File: src/rtl/core/dpva_pkg.sv
// Package: shared constants, types and tables of the visibility accumulator.
package dpva_pkg;

  localparam int PhaseBits   = 16;
  localparam int AccBits     = 48;
  localparam int OutBits     = 48;
  localparam int CordicSteps = 16;
  localparam int QueueDepth  = 4;
  localparam int QueueAw     = $clog2(QueueDepth);

  localparam logic [31:0] CordicX0    = 32'd652032874;
  localparam logic [15:0] GainReset   = 16'd4096;
  localparam logic [1:0]  RegGain     = 2'd0;

  // One classified item: conj product and the kept phase word.
  typedef struct packed {
    logic signed [33:0] pr;
    logic signed [33:0] pi;
    logic [31:0]        w;
    logic               last;
  } dpva_work_t;

  function automatic logic [31:0] atan_turn(input logic [3:0] i);
    logic [31:0] r;
    begin
      case (i)
        4'd0:  r = 32'd536870912;
        4'd1:  r = 32'd316933406;
        4'd2:  r = 32'd167458907;
        4'd3:  r = 32'd85004756;
        4'd4:  r = 32'd42667331;
        4'd5:  r = 32'd21354465;
        4'd6:  r = 32'd10679838;
        4'd7:  r = 32'd5340247;
        4'd8:  r = 32'd2670163;
        4'd9:  r = 32'd1335087;
        4'd10: r = 32'd667544;
        4'd11: r = 32'd333772;
        4'd12: r = 32'd166886;
        4'd13: r = 32'd83443;
        4'd14: r = 32'd41722;
        4'd15: r = 32'd20861;
        default: r = 32'd0;
      endcase
      return r;
    end
  endfunction

  // Round Q4.30 to Q1.15 and saturate.
  function automatic logic signed [15:0] to_q15(input logic signed [33:0] x);
    logic signed [34:0] t;
    logic signed [19:0] r;
    begin
      t = 35'(x) + 35'sd16384;
      r = 20'(t >>> 15);
      if (r > 20'sd32767) return 16'sh7fff;
      else if (r < -20'sd32768) return 16'sh8000;
      else return r[15:0];
    end
  endfunction

endpackage

File: src/rtl/core/dpva_queue.sv
// Queue: short FIFO between front and back.
module dpva_queue
  import dpva_pkg::*;
(
  input  logic       clk,
  input  logic       rst,
  input  logic       push,
  input  dpva_work_t push_data,
  input  logic       pop,
  output logic       full,
  output logic       empty,
  output dpva_work_t head
);

  dpva_work_t           mem [QueueDepth];
  logic [QueueAw-1:0]   wp, rp;
  logic [QueueAw:0]     cnt;

  assign full  = (cnt == (QueueAw+1)'(QueueDepth));
  assign empty = (cnt == '0);
  assign head  = mem[rp];

  always_ff @(posedge clk) begin
    if (rst) begin
      wp <= '0;
      rp <= '0;
      cnt <= '0;
    end else begin
      if (push) wp <= wp + 1'b1;
      if (pop) rp <= rp + 1'b1;
      cnt <= cnt + (QueueAw+1)'(push) - (QueueAw+1)'(pop);
    end
    if (push) mem[wp] <= push_data;
  end

endmodule

File: config.mk
export PLATFORM = sky130hd
export DESIGN_NAME = dpva_queue
export DESIGN_NICKNAME = d
export VERILOG_FILES = /design/src/rtl/core/dpva_pkg.sv /design/src/rtl/core/dpva_queue.sv
export SDC_FILE = /design/constraint.sdc
export NUM_CORES = 1
export LEC_CHECK = 0
export BUFFER_PORTS_ARGS = -buffer_cell sky130_fd_sc_hd__buf_4
export CAP_MARGIN = 20
export CORE_MARGIN = 4
export CORE_UTILIZATION = 35
export DETAILED_ROUTE_END_ITERATION = 6
export GPL_TIMING_DRIVEN = 0
export SLEW_MARGIN = 10
export SYNTH_ARGS = -nofsm -noshare
export SYNTH_HDL_FRONTEND = slang
export SYNTH_SLANG_ARGS = --single-unit
File: constraint.sdc
create_clock -name clk -period 7.6 [get_ports clk]
set_input_delay 1.52 -clock clk [delete_from_list [all_inputs] [get_ports clk]]
set_output_delay 1.52 -clock clk [all_outputs]
set_load 0.05 [all_outputs]
# Word level (Yosys, flattened, before mapping)
# Memories as Yosys holds them, arrays and structs flattened. A register that Yosys moved wholly into a read port is not among the register bits.
# Index checks and enable logic that the tools add are counted.
op_classes:
  n_addsub: 4
  eq_ne: 1
  mux: 4
  n_reduce_logical: 1
op_table:
  columns: ["cell", "n"]
  rows:
  - ["$add 2x1->2 const B", 2]
  - ["$mux 2", 2]
  - ["$add 3x1->3", 1]
  - ["$eq 3x3->1 const B", 1]
  - ["$logic_not 3->1", 1]
  - ["$sub 3x1->3", 1]
  - ["$mux 1", 2]
word_totals:
  ff_bits: 7
  mem_bits_rw: 404
  inputBits: 105
  out_inout_bits: 103
  wordCells: 14
  mem_count: 1
mem_list:
  columns: ["memory", "words", "width", "read_ports", "rd_ports_with_merged_regs", "write_ports", "line_no", "rtl"]
  rows:
  - ["mem", 4, 101, 1, 1, 1, "dpva_queue.sv:15", "dpva_work_t mem [QueueDepth];"]

# Depth between registers and ports, before layout
depth:
  word_depth: 3
  depth_mapped: 7
  mapped_depth_nobuf: 7

# Least setup slack after synthesis
# No wires, ideal clock.
synth_timing:
  kind: "in2reg"
  from: "input port push"
  to: "memory mem[0][0] (netlist bit) (enable)"
  setup_ns: 0.471
  t_arrival_ns: 3.851
  required_ns: 7.129
  setup_slack_ns: 3.278
  path_stages: 1
  n_path_buf: 0
  path_cell_list: "and2_1"
synth_between:
  elab_chain_len: 2
synth_lines:
  columns: ["element", "line_no", "rtl"]
  rows:
  - ["start, declared", "dpva_queue.sv:7", "input logic push,"]
  - ["$mux 1", "dpva_queue.sv:33", "if (push) mem[wp] <= push_data;"]
  - ["$mux 1 (implied by the code)", "dpva_queue.sv:33", null]
  - ["end, declared", "dpva_queue.sv:15", null]
# No other way between the ends.

==> results.sh <==
export IMPL_cp_start_kind="register"
export IMPL_viasPerCell=4.77
export IMPL_ys_warn_count=0
export IMPL_gp_congestion=0.654
export IMPL_final_min_clock_period_ns=4.09
export IMPL_slew_violations=0
export IMPL_leakage_nw=6.32
export IMPL_synthesis_nets=681
export IMPL_drtIter0Drc=314
export IMPL_cts_tree="yes"
export IMPL_worst_pin_slew_ns=0.831
export IMPL_ios=208
export IMPL_drcViolationCount=0
export IMPL_vdd_drop_max_mv=0.258
export IMPL_clock_fmax_mhz=244
export IMPL_post_dp_hpwl_mm=18.5
export IMPL_reg2regPathDepth=4
export IMPL_required_ns=6.08
export IMPL_cts_sinks=413
export IMPL_cts_htree_levels=2
export IMPL_netlist_area_leader_share_pct=80.8
export IMPL_cp_top_family="buffers and inverters"
export IMPL_num_antenna_cells=0
export IMPL_grt_max_degree=47
export IMPL_finalHoldViolations=0
export IMPL_ctsResizeCount=0
export IMPL_areaGrowthSynthToFinish_pct=25.1
export IMPL_synth_ff_type="edfxtp_1"
export IMPL_synth_area_top_cells="edfxtp_1, mux4_2, dfxtp_1"
export IMPL_power_density_nw_per_um2=290
export IMPL_die_w_um=215
export IMPL_wl_per_cell_um=21.4
export IMPL_synth_cell_type_count=20
export IMPL_hold_depth=2
export IMPL_avgSynthCellArea_um2=26.4
export IMPL_yosysSeqAreaShare_pct=82.0
export IMPL_synth_most_common_cell="edfxtp_1"
export IMPL_ys_ff_latch=413
export IMPL_root_buffer="clkbuf_16"
export IMPL_crit_slowest_cell="clkbuf_1"
export IMPL_drt_total_wl_mm=30.0
export IMPL_chipHeight_um=215
export IMPL_finalSetupViolCount=0
export IMPL_io_buffer_count=207
export IMPL_synth_edf_count=404
export IMPL_hold_class="reg -> reg"
export IMPL_path_max_fanout=10
export IMPL_cp_num_buf_inv=3
export IMPL_start_util_pct=35.6
export IMPL_fin_nets=941
export IMPL_coreArea_um2=42100
export IMPL_vias=6675
export IMPL_synth_area_leader_cell="edfxtp_1"
export IMPL_firstDrtPassIters=4
export IMPL_placementRows=75
export IMPL_synth_cells_most_frequent="edfxtp_1, mux4_2, buf_2, buf_6, dfxtp_1"
export IMPL_finalClockSkew_ns=0.0168
export IMPL_rsz0062_at_grt="no"
export IMPL_antenna_found_initial=0
export IMPL_clkTransAtPathRegs_ns=0.06
export IMPL_synth_async_reset_ratio_pct=0
export IMPL_drive_above_1_share_pct=45.6
export IMPL_grt_pass1_vias=7465
export IMPL_setup_tns_ns=0
export IMPL_cts_hold_buffers=0
export IMPL_cap_violations=0
export IMPL_worst_path_largest_cell_delay_ns=0.63
export IMPL_cts_buffers=43
export IMPL_cts_setup_buffers=0
export IMPL_cts_max_path_buffers=3
export IMPL_critPathKind="reg -> out"
export IMPL_grt_pass1_wl_mm=46.4
export IMPL_syn_inst=569
export IMPL_syn_area_um2=15000
export IMPL_relSlewSlack_pct=44.6
export IMPL_path_depth=4
export IMPL_die_area_um2=46300
export IMPL_finalHoldWorstSlack_ns=0.549
export IMPL_grt_overflow_total=0
export IMPL_crit_chain="clkbuf_1 -> buf_2 -> mux4_2 -> buf_4"
export IMPL_status="finished clean"
export IMPL_grt_total_usage_pct=13.1
export IMPL_clock_latency_ns=0.55
export IMPL_final_period_utilization_pct=53.9
export IMPL_cp_end_kind="primary output"
export IMPL_crit_arrival_ns=2.57
export IMPL_ant_nets=0
## final timing paths
path | from | slack, ns | end
setup / recovery | register | 3.51 | head[47]
hold / removal | rp[0] | 0.55 | rp[1]
setup reg to reg | wp[1] | 5.76 | mem[1][38]
hold reg to reg | rp[0] | 0.55 | rp[1]
## logic make-up after synthesis
family / after synthesis / synth area share [%]
buffers and inverters: 28 / 1.28
AND/OR/NAND/NOR: 14 / 0.500
XOR/XNOR: 3 / 0.275
AO/OA/AOI/OAI: 2 / 0.100
flip-flops: 413 / 82.0
adder cells (fa/ha/maj): 7 / 0.633
multiplexers: 102 / 15.2
## worst register-to-register path, delay by kind of cell (launching register included)
family / cells / cell delay [ns]
and+or+nand+nor: 1 / 0.54
adders and majority gates: 1 / 0.16
DFF: 1 / 0.34
buffers and inverters: 2 / 0.41
## final cells by class
class	instances	area, µm²
plain buffers	22	170
clock buffers	58	1170
clock inverters	19	158
fillers	3550	23300
inverters	6	22.5
multi-input cells	128	2520
flip-flops and latches	413	12300
well taps	539	674
repair buffers	215	1760
## state kept, by name (all words and copies together), names as in the netlist, named ones only
name	count
wp	2
mem	404
rp	2
cnt	3
## power by group
group,total [W],internal (W),switching (W)
clock network,0.00199,0.00118,0.000809
logic,0.000826,0.000298,0.000528
registers,0.00264,0.00262,0.0000235
total,0.00546,0.00410,0.00136
## layer usage
| layer | part of all wire (%) | global-route usage, % | vias up | routed length [µm] |
|---|---|---|---|---|
| li1 | - | - | 2970 | - |
| met1 | 43 | 17.0 | 3515 | 12800 |
| met2 | 49 | 21.2 | 151 | 14700 |
| met3 | 6.2 | 4.01 | 39 | 1850 |
| met4 | 2.1 | 4.02 | 0 | 632 |
| met5 | 0 | 0 | - | 0 |
## metrics by stage
| step | power, W | util [%] | setup slack, ns | cell area (µm²) | cells |
|---|---|---|---|---|---|
| final | 0.00546 | 44.6 | 3.51 | 18800 | 1400 |
| after CTS | 0.00555 | 44.6 | 3.31 | 18800 | 1400 |
| after floorplan | 0.00324 | - | 3.28 | 15000 | 569 |
| after global routing | 0.00569 | 44.6 | 3.27 | 18800 | 1400 |
| after global placement | 0.00353 | 40.9 | 0.906 | 17200 | 1315 |
| after detailed placement | 0.00353 | 41.4 | 3.93 | 17500 | 1323 |
## cells in the final DEF (no fill, tap or decap), drive strengths merged, types with 2 or more instances in the layout
master,instances
and2,4
buf,235
bufinv,3
clkbuf,60
clkinv,15
dfxtp,9
edfxtp,404
ha,6
inv,6
mux4,101
nor2,5
nor2b,2
xnor2,2
(Power assumes the default switching activity.)
