## src/rtl/core/dpva_pkg.sv

```systemverilog
// Package: shared constants, types and tables of the visibility accumulator.
package dpva_pkg;

  localparam int PhaseBits   = 16;
  localparam int AccBits     = 48;
  localparam int OutBits     = 48;
  localparam int CordicSteps = 16;
  localparam int QueueDepth  = 4;
  localparam int QueueAw     = $clog2(QueueDepth);

  localparam logic [31:0] CordicX0    = 32'd652032874;
  localparam logic [15:0] GainReset   = 16'd4096;
  localparam logic [1:0]  RegGain     = 2'd0;

  // One classified item: conj product and the kept phase word.
  typedef struct packed {
    logic signed [33:0] pr;
    logic signed [33:0] pi;
    logic [31:0]        w;
    logic               last;
  } dpva_work_t;

  function automatic logic [31:0] atan_turn(input logic [3:0] i);
    logic [31:0] r;
    begin
      case (i)
        4'd0:  r = 32'd536870912;
        4'd1:  r = 32'd316933406;
        4'd2:  r = 32'd167458907;
        4'd3:  r = 32'd85004756;
        4'd4:  r = 32'd42667331;
        4'd5:  r = 32'd21354465;
        4'd6:  r = 32'd10679838;
        4'd7:  r = 32'd5340247;
        4'd8:  r = 32'd2670163;
        4'd9:  r = 32'd1335087;
        4'd10: r = 32'd667544;
        4'd11: r = 32'd333772;
        4'd12: r = 32'd166886;
        4'd13: r = 32'd83443;
        4'd14: r = 32'd41722;
        4'd15: r = 32'd20861;
        default: r = 32'd0;
      endcase
      return r;
    end
  endfunction

  // Round Q4.30 to Q1.15 and saturate.
  function automatic logic signed [15:0] to_q15(input logic signed [33:0] x);
    logic signed [34:0] t;
    logic signed [19:0] r;
    begin
      t = 35'(x) + 35'sd16384;
      r = 20'(t >>> 15);
      if (r > 20'sd32767) return 16'sh7fff;
      else if (r < -20'sd32768) return 16'sh8000;
      else return r[15:0];
    end
  endfunction

endpackage

```

## src/rtl/core/dpva_front.sv

```systemverilog
// Front: takes items, forms the conj product and the phase word.
module dpva_front
  import dpva_pkg::*;
(
  input  logic               clk,
  input  logic               rst,
  input  logic               in_valid,
  input  logic signed [15:0] amp_a_re,
  input  logic signed [15:0] amp_a_im,
  input  logic signed [15:0] amp_b_re,
  input  logic signed [15:0] amp_b_im,
  input  logic signed [31:0] delay_a,
  input  logic signed [31:0] delay_b,
  input  logic [31:0]        freq,
  input  logic               last,
  input  logic               q_full,
  output logic               take,
  output logic               push,
  output dpva_work_t         push_data
);

  localparam logic [31:0] Keep = ~((32'd1 << (32 - PhaseBits)) - 32'd1);

  logic               s1_valid;
  logic signed [31:0] s1_prr, s1_pii, s1_pir, s1_pri;
  logic [31:0]        s1_diff, s1_freq;
  logic               s1_last;
  logic [31:0]        wprod;

  // Single stage: advance only when the queue has room.
  assign take = !q_full && !(s1_valid && q_full);
  assign push = s1_valid && !q_full;
  assign wprod = s1_freq * s1_diff;
  assign push_data.pr = 34'(s1_prr) + 34'(s1_pii);
  assign push_data.pi = 34'(s1_pir) - 34'(s1_pri);
  assign push_data.w = wprod & Keep;
  assign push_data.last = s1_last;

  always_ff @(posedge clk) begin
    if (rst) begin
      s1_valid <= 1'b0;
    end else if (!q_full) begin
      s1_valid <= in_valid;
    end
    if (!q_full) begin
      s1_prr  <= amp_a_re * amp_b_re;
      s1_pii  <= amp_a_im * amp_b_im;
      s1_pir  <= amp_a_im * amp_b_re;
      s1_pri  <= amp_a_re * amp_b_im;
      s1_diff <= delay_a - delay_b;
      s1_freq <= freq;
      s1_last <= last;
    end
  end

endmodule

```

## config.mk

```make
export PLATFORM = sky130hd
export DESIGN_NAME = dpva_front
export DESIGN_NICKNAME = d
export VERILOG_FILES = /design/src/rtl/core/dpva_pkg.sv /design/src/rtl/core/dpva_front.sv
export SDC_FILE = /design/constraint.sdc
export NUM_CORES = 2
export LEC_CHECK = 0
export ABC_CLOCK_PERIOD_IN_PS = 22600
export BUFFER_PORTS_ARGS = -buffer_cell sky130_fd_sc_hd__buf_4
export CAP_MARGIN = 20
export CELL_PAD_IN_SITES_DETAIL_PLACEMENT = 1
export CELL_PAD_IN_SITES_GLOBAL_PLACEMENT = 2
export CORE_MARGIN = 4
export CORE_UTILIZATION = 35
export CTS_BUF_LIST = sky130_fd_sc_hd__clkbuf_4 sky130_fd_sc_hd__clkbuf_8
export CTS_CLUSTER_SIZE = 16
export DETAILED_ROUTE_END_ITERATION = 10
export PLACE_DENSITY = 0.74
export SLEW_MARGIN = 20
export SYNTH_ARGS = -nofsm -noshare
export SYNTH_HDL_FRONTEND = slang
export SYNTH_SLANG_ARGS = --single-unit
```

## constraint.sdc

```tcl
create_clock -name clk -period 22.6 [get_ports clk]
set_clock_uncertainty 0.1 [all_clocks]
set_input_delay 4.52 -clock clk [delete_from_list [all_inputs] [get_ports clk]]
set_output_delay 4.52 -clock clk [all_outputs]
set_load 0.02 [all_outputs]
```

* Yosys cells after proc, flatten, opt, wreduce, memory -nomap -nowiden
Cells that the tools add are included.
Word-level totals: flip-flop bits (word level) 194, output and inout port bits 103, bits of input ports 165, logic and storage cells 21
Cells by class: add/subtract/negate cells 3, reductions and logical operators 5, $mul 5
Operator list (count):
- 16-bit by 16-bit multiplier with 32-bit output | 4
- 32-bit by 32-bit adder with 33-bit output | 1
- 32-bit by 32-bit subtractor with 33-bit output | 1
- 32-bit by 32-bit multiplier with 32-bit output | 1
- 32-bit subtractor | 1
- 1-bit logical AND | 3
- 1-bit zero test | 2

* Longest topological paths before layout
depth after elaboration 3, mapped depth 28, mapped depth without buffers 26

* Least setup slack after synthesis
OpenSTA, ideal clock, no wires.
kind register to output, start point register s1_freq[13], end point output port push_data[32] (netlist name), stages on the path, launching flop included 28, arrival 7.005 ns, path buffers 2, setup slack 10.975 ns, data required time 17.980 ns, cells stage by stage edfxtp_1 clkbuf_1 clkbuf_1 nand2_1 fa_1 inv_1 fa_1 inv_1 fa_1 inv_1 fa_1 inv_1 fa_1 inv_1 fa_1 fa_1 inv_1 fa_1 inv_1 ha_1 a21oi_1 o21ai_0 or2_1 a2111oi_0 o31ai_1 a21o_1 a21oi_1 xnor2_1
RTL lines:
- from (decl) | line dpva_front.sv:26 | logic [31:0] s1_diff, s1_freq;
- from (signal assigned) | line dpva_front.sv:51 | s1_freq <= freq;
- to (decl) | line dpva_front.sv:19 | output dpva_work_t push_data

==> results.py <==
metrics = {
    "status": {
        "run_status": "finished clean",
    },
    "worst_setup_path": {
        "endpoint": "push_data[32]",
        "r2r_setup_slack_ps": 21890,
        "cp_slowest_stage_delay_ps": 980,
        "critical_path_arrival_ps": 9250,
        "critical_path.endpoint_type": "output port",
        "critical-path-slowest-cell": "sky130_fd_sc_hd__edfxtp_1",
        "worst_r2r_startpoint": "s1_valid",
        "worstPathRequired_ps": 17980,
        "worstRegToRegCells": 2,
        "crit_type": "reg2out",
        "cp-start-kind": "register",
        "cp_dominant_cell_by_count": "sky130_fd_sc_hd__fa_1",
        "critical_path_peak_fanout": 24,
        "worstReg2RegEnd": "s1_valid",
        "critical_path.startpoint": "s1_diff[8]",
    },
    "die": {
        "die_y_um": 441,
        "fp-row-count": 158,
        "design.core.area_um2": 186000,
        "design.portCount": 268,
        "initial_core_util": 0.353,
        "die_area_um2": 194000,
        "dieWidth_um": 441,
    },
    "clock_tree": {
        "postCtsResizedCells": 0,
        "root_buffer": "sky130_fd_sc_hd__clkbuf_8",
        "htree_num_levels": 4,
        "clk_pin_slew_ps": 160,
        "cts_setup_buffers": 0,
        "insertion_delay_ps": 670,
        "tritoncts": "yes",
        "clkSinkCount": 194,
        "clockBufferDepth": 2,
        "cts_inserted_buffers": 17,
        "cts.hold.buffers_added": 0,
    },
    "hold_path": {
        "hold_class": "reg2reg",
    },
    "timing": {
        "worst_hold_slack_ps": 414,
        "final_period_minus_worst_setup_slack_ps": 13870,
        "totalNegativeSetupSlack_ps": 0,
        "slew_violations": 0,
        "report.final.hold_viol_count": 0,
        "setup_viol_count_final": 0,
        "setup_ws_ps": 8730,
        "min_period_over_period": 0.614,
        "timing.max_slew.rel_slack": 0.259,
        "grt_setup_unrepaired": "false",
        "clock.fmax_mhz": 72.1,
        "worst_slew_pin_slew_ps": 1110,
    },
    "global_route": {
        "via_count_of_the_first_global_routing_pass": 54100,
        "grt.total_usage": 0.208,
        "initial_antenna_violation_count": 29,
        "grt-ovfl-total": 0,
        "grt_first_pass_wirelength_mm": 311,
        "maximum_number_of_pins_on_one_net_before_global_route_repair": 95,
    },
    "synthesis": {
        "synth_area_um2": 65500,
        "synth_edf_count": 193,
        "ys_ff_latch": 194,
        "synth-async-reset-ratio": 0,
        "netlist_instances": 7033,
        "synth_area_per_cell_um2": 9.31,
        "synth_simple_gate_area_frac": 0.147,
        "post_synth_fa_ha_maj_area_fraction": 0.550,
        "synth.area.mux_share": 0.000936,
        "synth-xor-area-share": 0.0376,
        "ys_warn_count": 0,
        "ys_seq_area_frac": 0.0888,
        "ys_types": 79,
        "largest_family_of_logic_cells_by_synthesized_area": "adder cells",
        "synth_compound_area_frac": 0.0592,
        "synth_top_flop_cell": "sky130_fd_sc_hd__edfxtp_1",
    },
    "final_layout": {
        "postLayoutCellArea_um2": 70000,
        "most-common-layout-cells": "1710 x sky130_fd_sc_hd__inv_1, 1458 x sky130_fd_sc_hd__fa_1, 879 x sky130_fd_sc_hd__nand2_1",
        "layout-drive-gt1-share": 0.0454,
        "finish.net_count": 9202,
        "most_common_cell_after_layout_fill_and_taps_aside": "sky130_fd_sc_hd__inv_1",
        "syn_to_layout_area_delta_pct": 6.87,
    },
    "place": {
        "gp_congestion": 0.865,
        "dpl_worst_slack_ps": 9640,
        "portBuffers": 251,
        "detailedPlacementHpwl_mm": 157,
        "post_dp_cell_area_um2": 69500,
    },
    "drt": {
        "ant_nets": 0,
        "post-route-drc-count": 0,
        "detailroute.via_count": 46600,
        "drtIter0Drc": 1753,
        "routedWlPerCell_um": 20.4,
        "detail_route.vias_per_cell": 4.88,
        "total_wire_length_mm": 195,
        "drtPass1Iterations": 7,
    },
    "run": {
        "timing.max_cap.violations": 0,
    },
}
[sequential cells by signal (all words and copies together), names as in the netlist]
signal    flops
s1_valid      1
s1_pri       32
s1_prr       32
s1_pii       32
s1_pir       32
s1_freq      32
s1_last       1
s1_diff      32
[logic make-up after synthesis]
group / count (synthesis)
compound gates: 578
buf+inv: 2018
xor+xnor: 281
fa+ha+maj: 2001
other cells: 1
simple gates: 1954
mux: 6
flops: 194
[Yosys cell counts, types with 27 or more instances]
cell | instances | share of area
sky130_fd_sc_hd__and3_1 | 28 | 0.0027
sky130_fd_sc_hd__nand3_1 | 34 | 0.0026
sky130_fd_sc_hd__nor2_1 | 142 | 0.0081
sky130_fd_sc_hd__ha_1 | 543 | 0.10
sky130_fd_sc_hd__o21ai_1 | 46 | 0.0035
sky130_fd_sc_hd__and2_1 | 693 | 0.066
sky130_fd_sc_hd__o21a_1 | 43 | 0.0049
sky130_fd_sc_hd__clkbuf_1 | 283 | 0.016
sky130_fd_sc_hd__nand2b_1 | 70 | 0.0067
sky130_fd_sc_hd__edfxtp_1 | 193 | 0.089
sky130_fd_sc_hd__a21oi_1 | 159 | 0.012
sky130_fd_sc_hd__a21o_1 | 89 | 0.010
sky130_fd_sc_hd__xor2_1 | 63 | 0.0084
sky130_fd_sc_hd__nor2b_1 | 27 | 0.0026
sky130_fd_sc_hd__nand2_1 | 879 | 0.050
sky130_fd_sc_hd__o21ai_0 | 43 | 0.0033
sky130_fd_sc_hd__xnor2_1 | 218 | 0.029
sky130_fd_sc_hd__nor3_1 | 28 | 0.0021
sky130_fd_sc_hd__fa_1 | 1458 | 0.45
sky130_fd_sc_hd__inv_1 | 1711 | 0.098
[worst max-delay path: cells and delay by family, from the launching register on]
kind / cells / cell delay, ps
AND/OR/NAND/NOR: 2 / 380
flip-flops: 1 / 980
adder cells (fa/ha/maj): 9 / 4470
buffers and inverters: 8 / 590
AO/OA/AOI/OAI: 6 / 1850
XOR/XNOR: 1 / 270
[layer usage]
metal  vias to the layer above  wire [um]  global-route usage
met5                         -         55                   0
li1                      20900          -                   -
met4                         8       5240              0.0583
met3                       222       6390              0.0254
met2                       669     103000               0.383
met1                     24800      80400               0.255
[layout make-up]
type / count / area [um2]
clock inverter: 15 / 196
multi-input combinational: 4836 / 52100
clock buffer: 17 / 234
tap: 2480 / 3100
inverter: 1712 / 6430
fill: 21400 / 116000
timing repair buffer: 275 / 2080
sequential: 194 / 5820
antenna: 18 / 45.0
[worst min path at each step]
stage,start,endpoint,slack [ps],depth (start not counted)
2_1_floorplan,s1_valid,s1_valid,360,2
3_3_place_gp,s1_valid,s1_valid,370,2
3_5_place_dp,s1_valid,s1_valid,390,2
4_1_cts,s1_valid,s1_valid,420,2
5_1_grt,s1_valid,s1_valid,470,2
6_report,s1_valid,s1_valid,410,2
[stage by stage]
step	utilization	std cells
2_1_floorplan	-	7048
3_3_place_gp	0.374	9495
3_5_place_dp	0.374	9496
4_1_cts	0.377	9528
5_1_grt	0.377	9534
6_report	0.377	9547
Power is left out: the tool's default activity adds up to more than one toggle a clock period on the data nets, which glitch-free logic cannot reach.
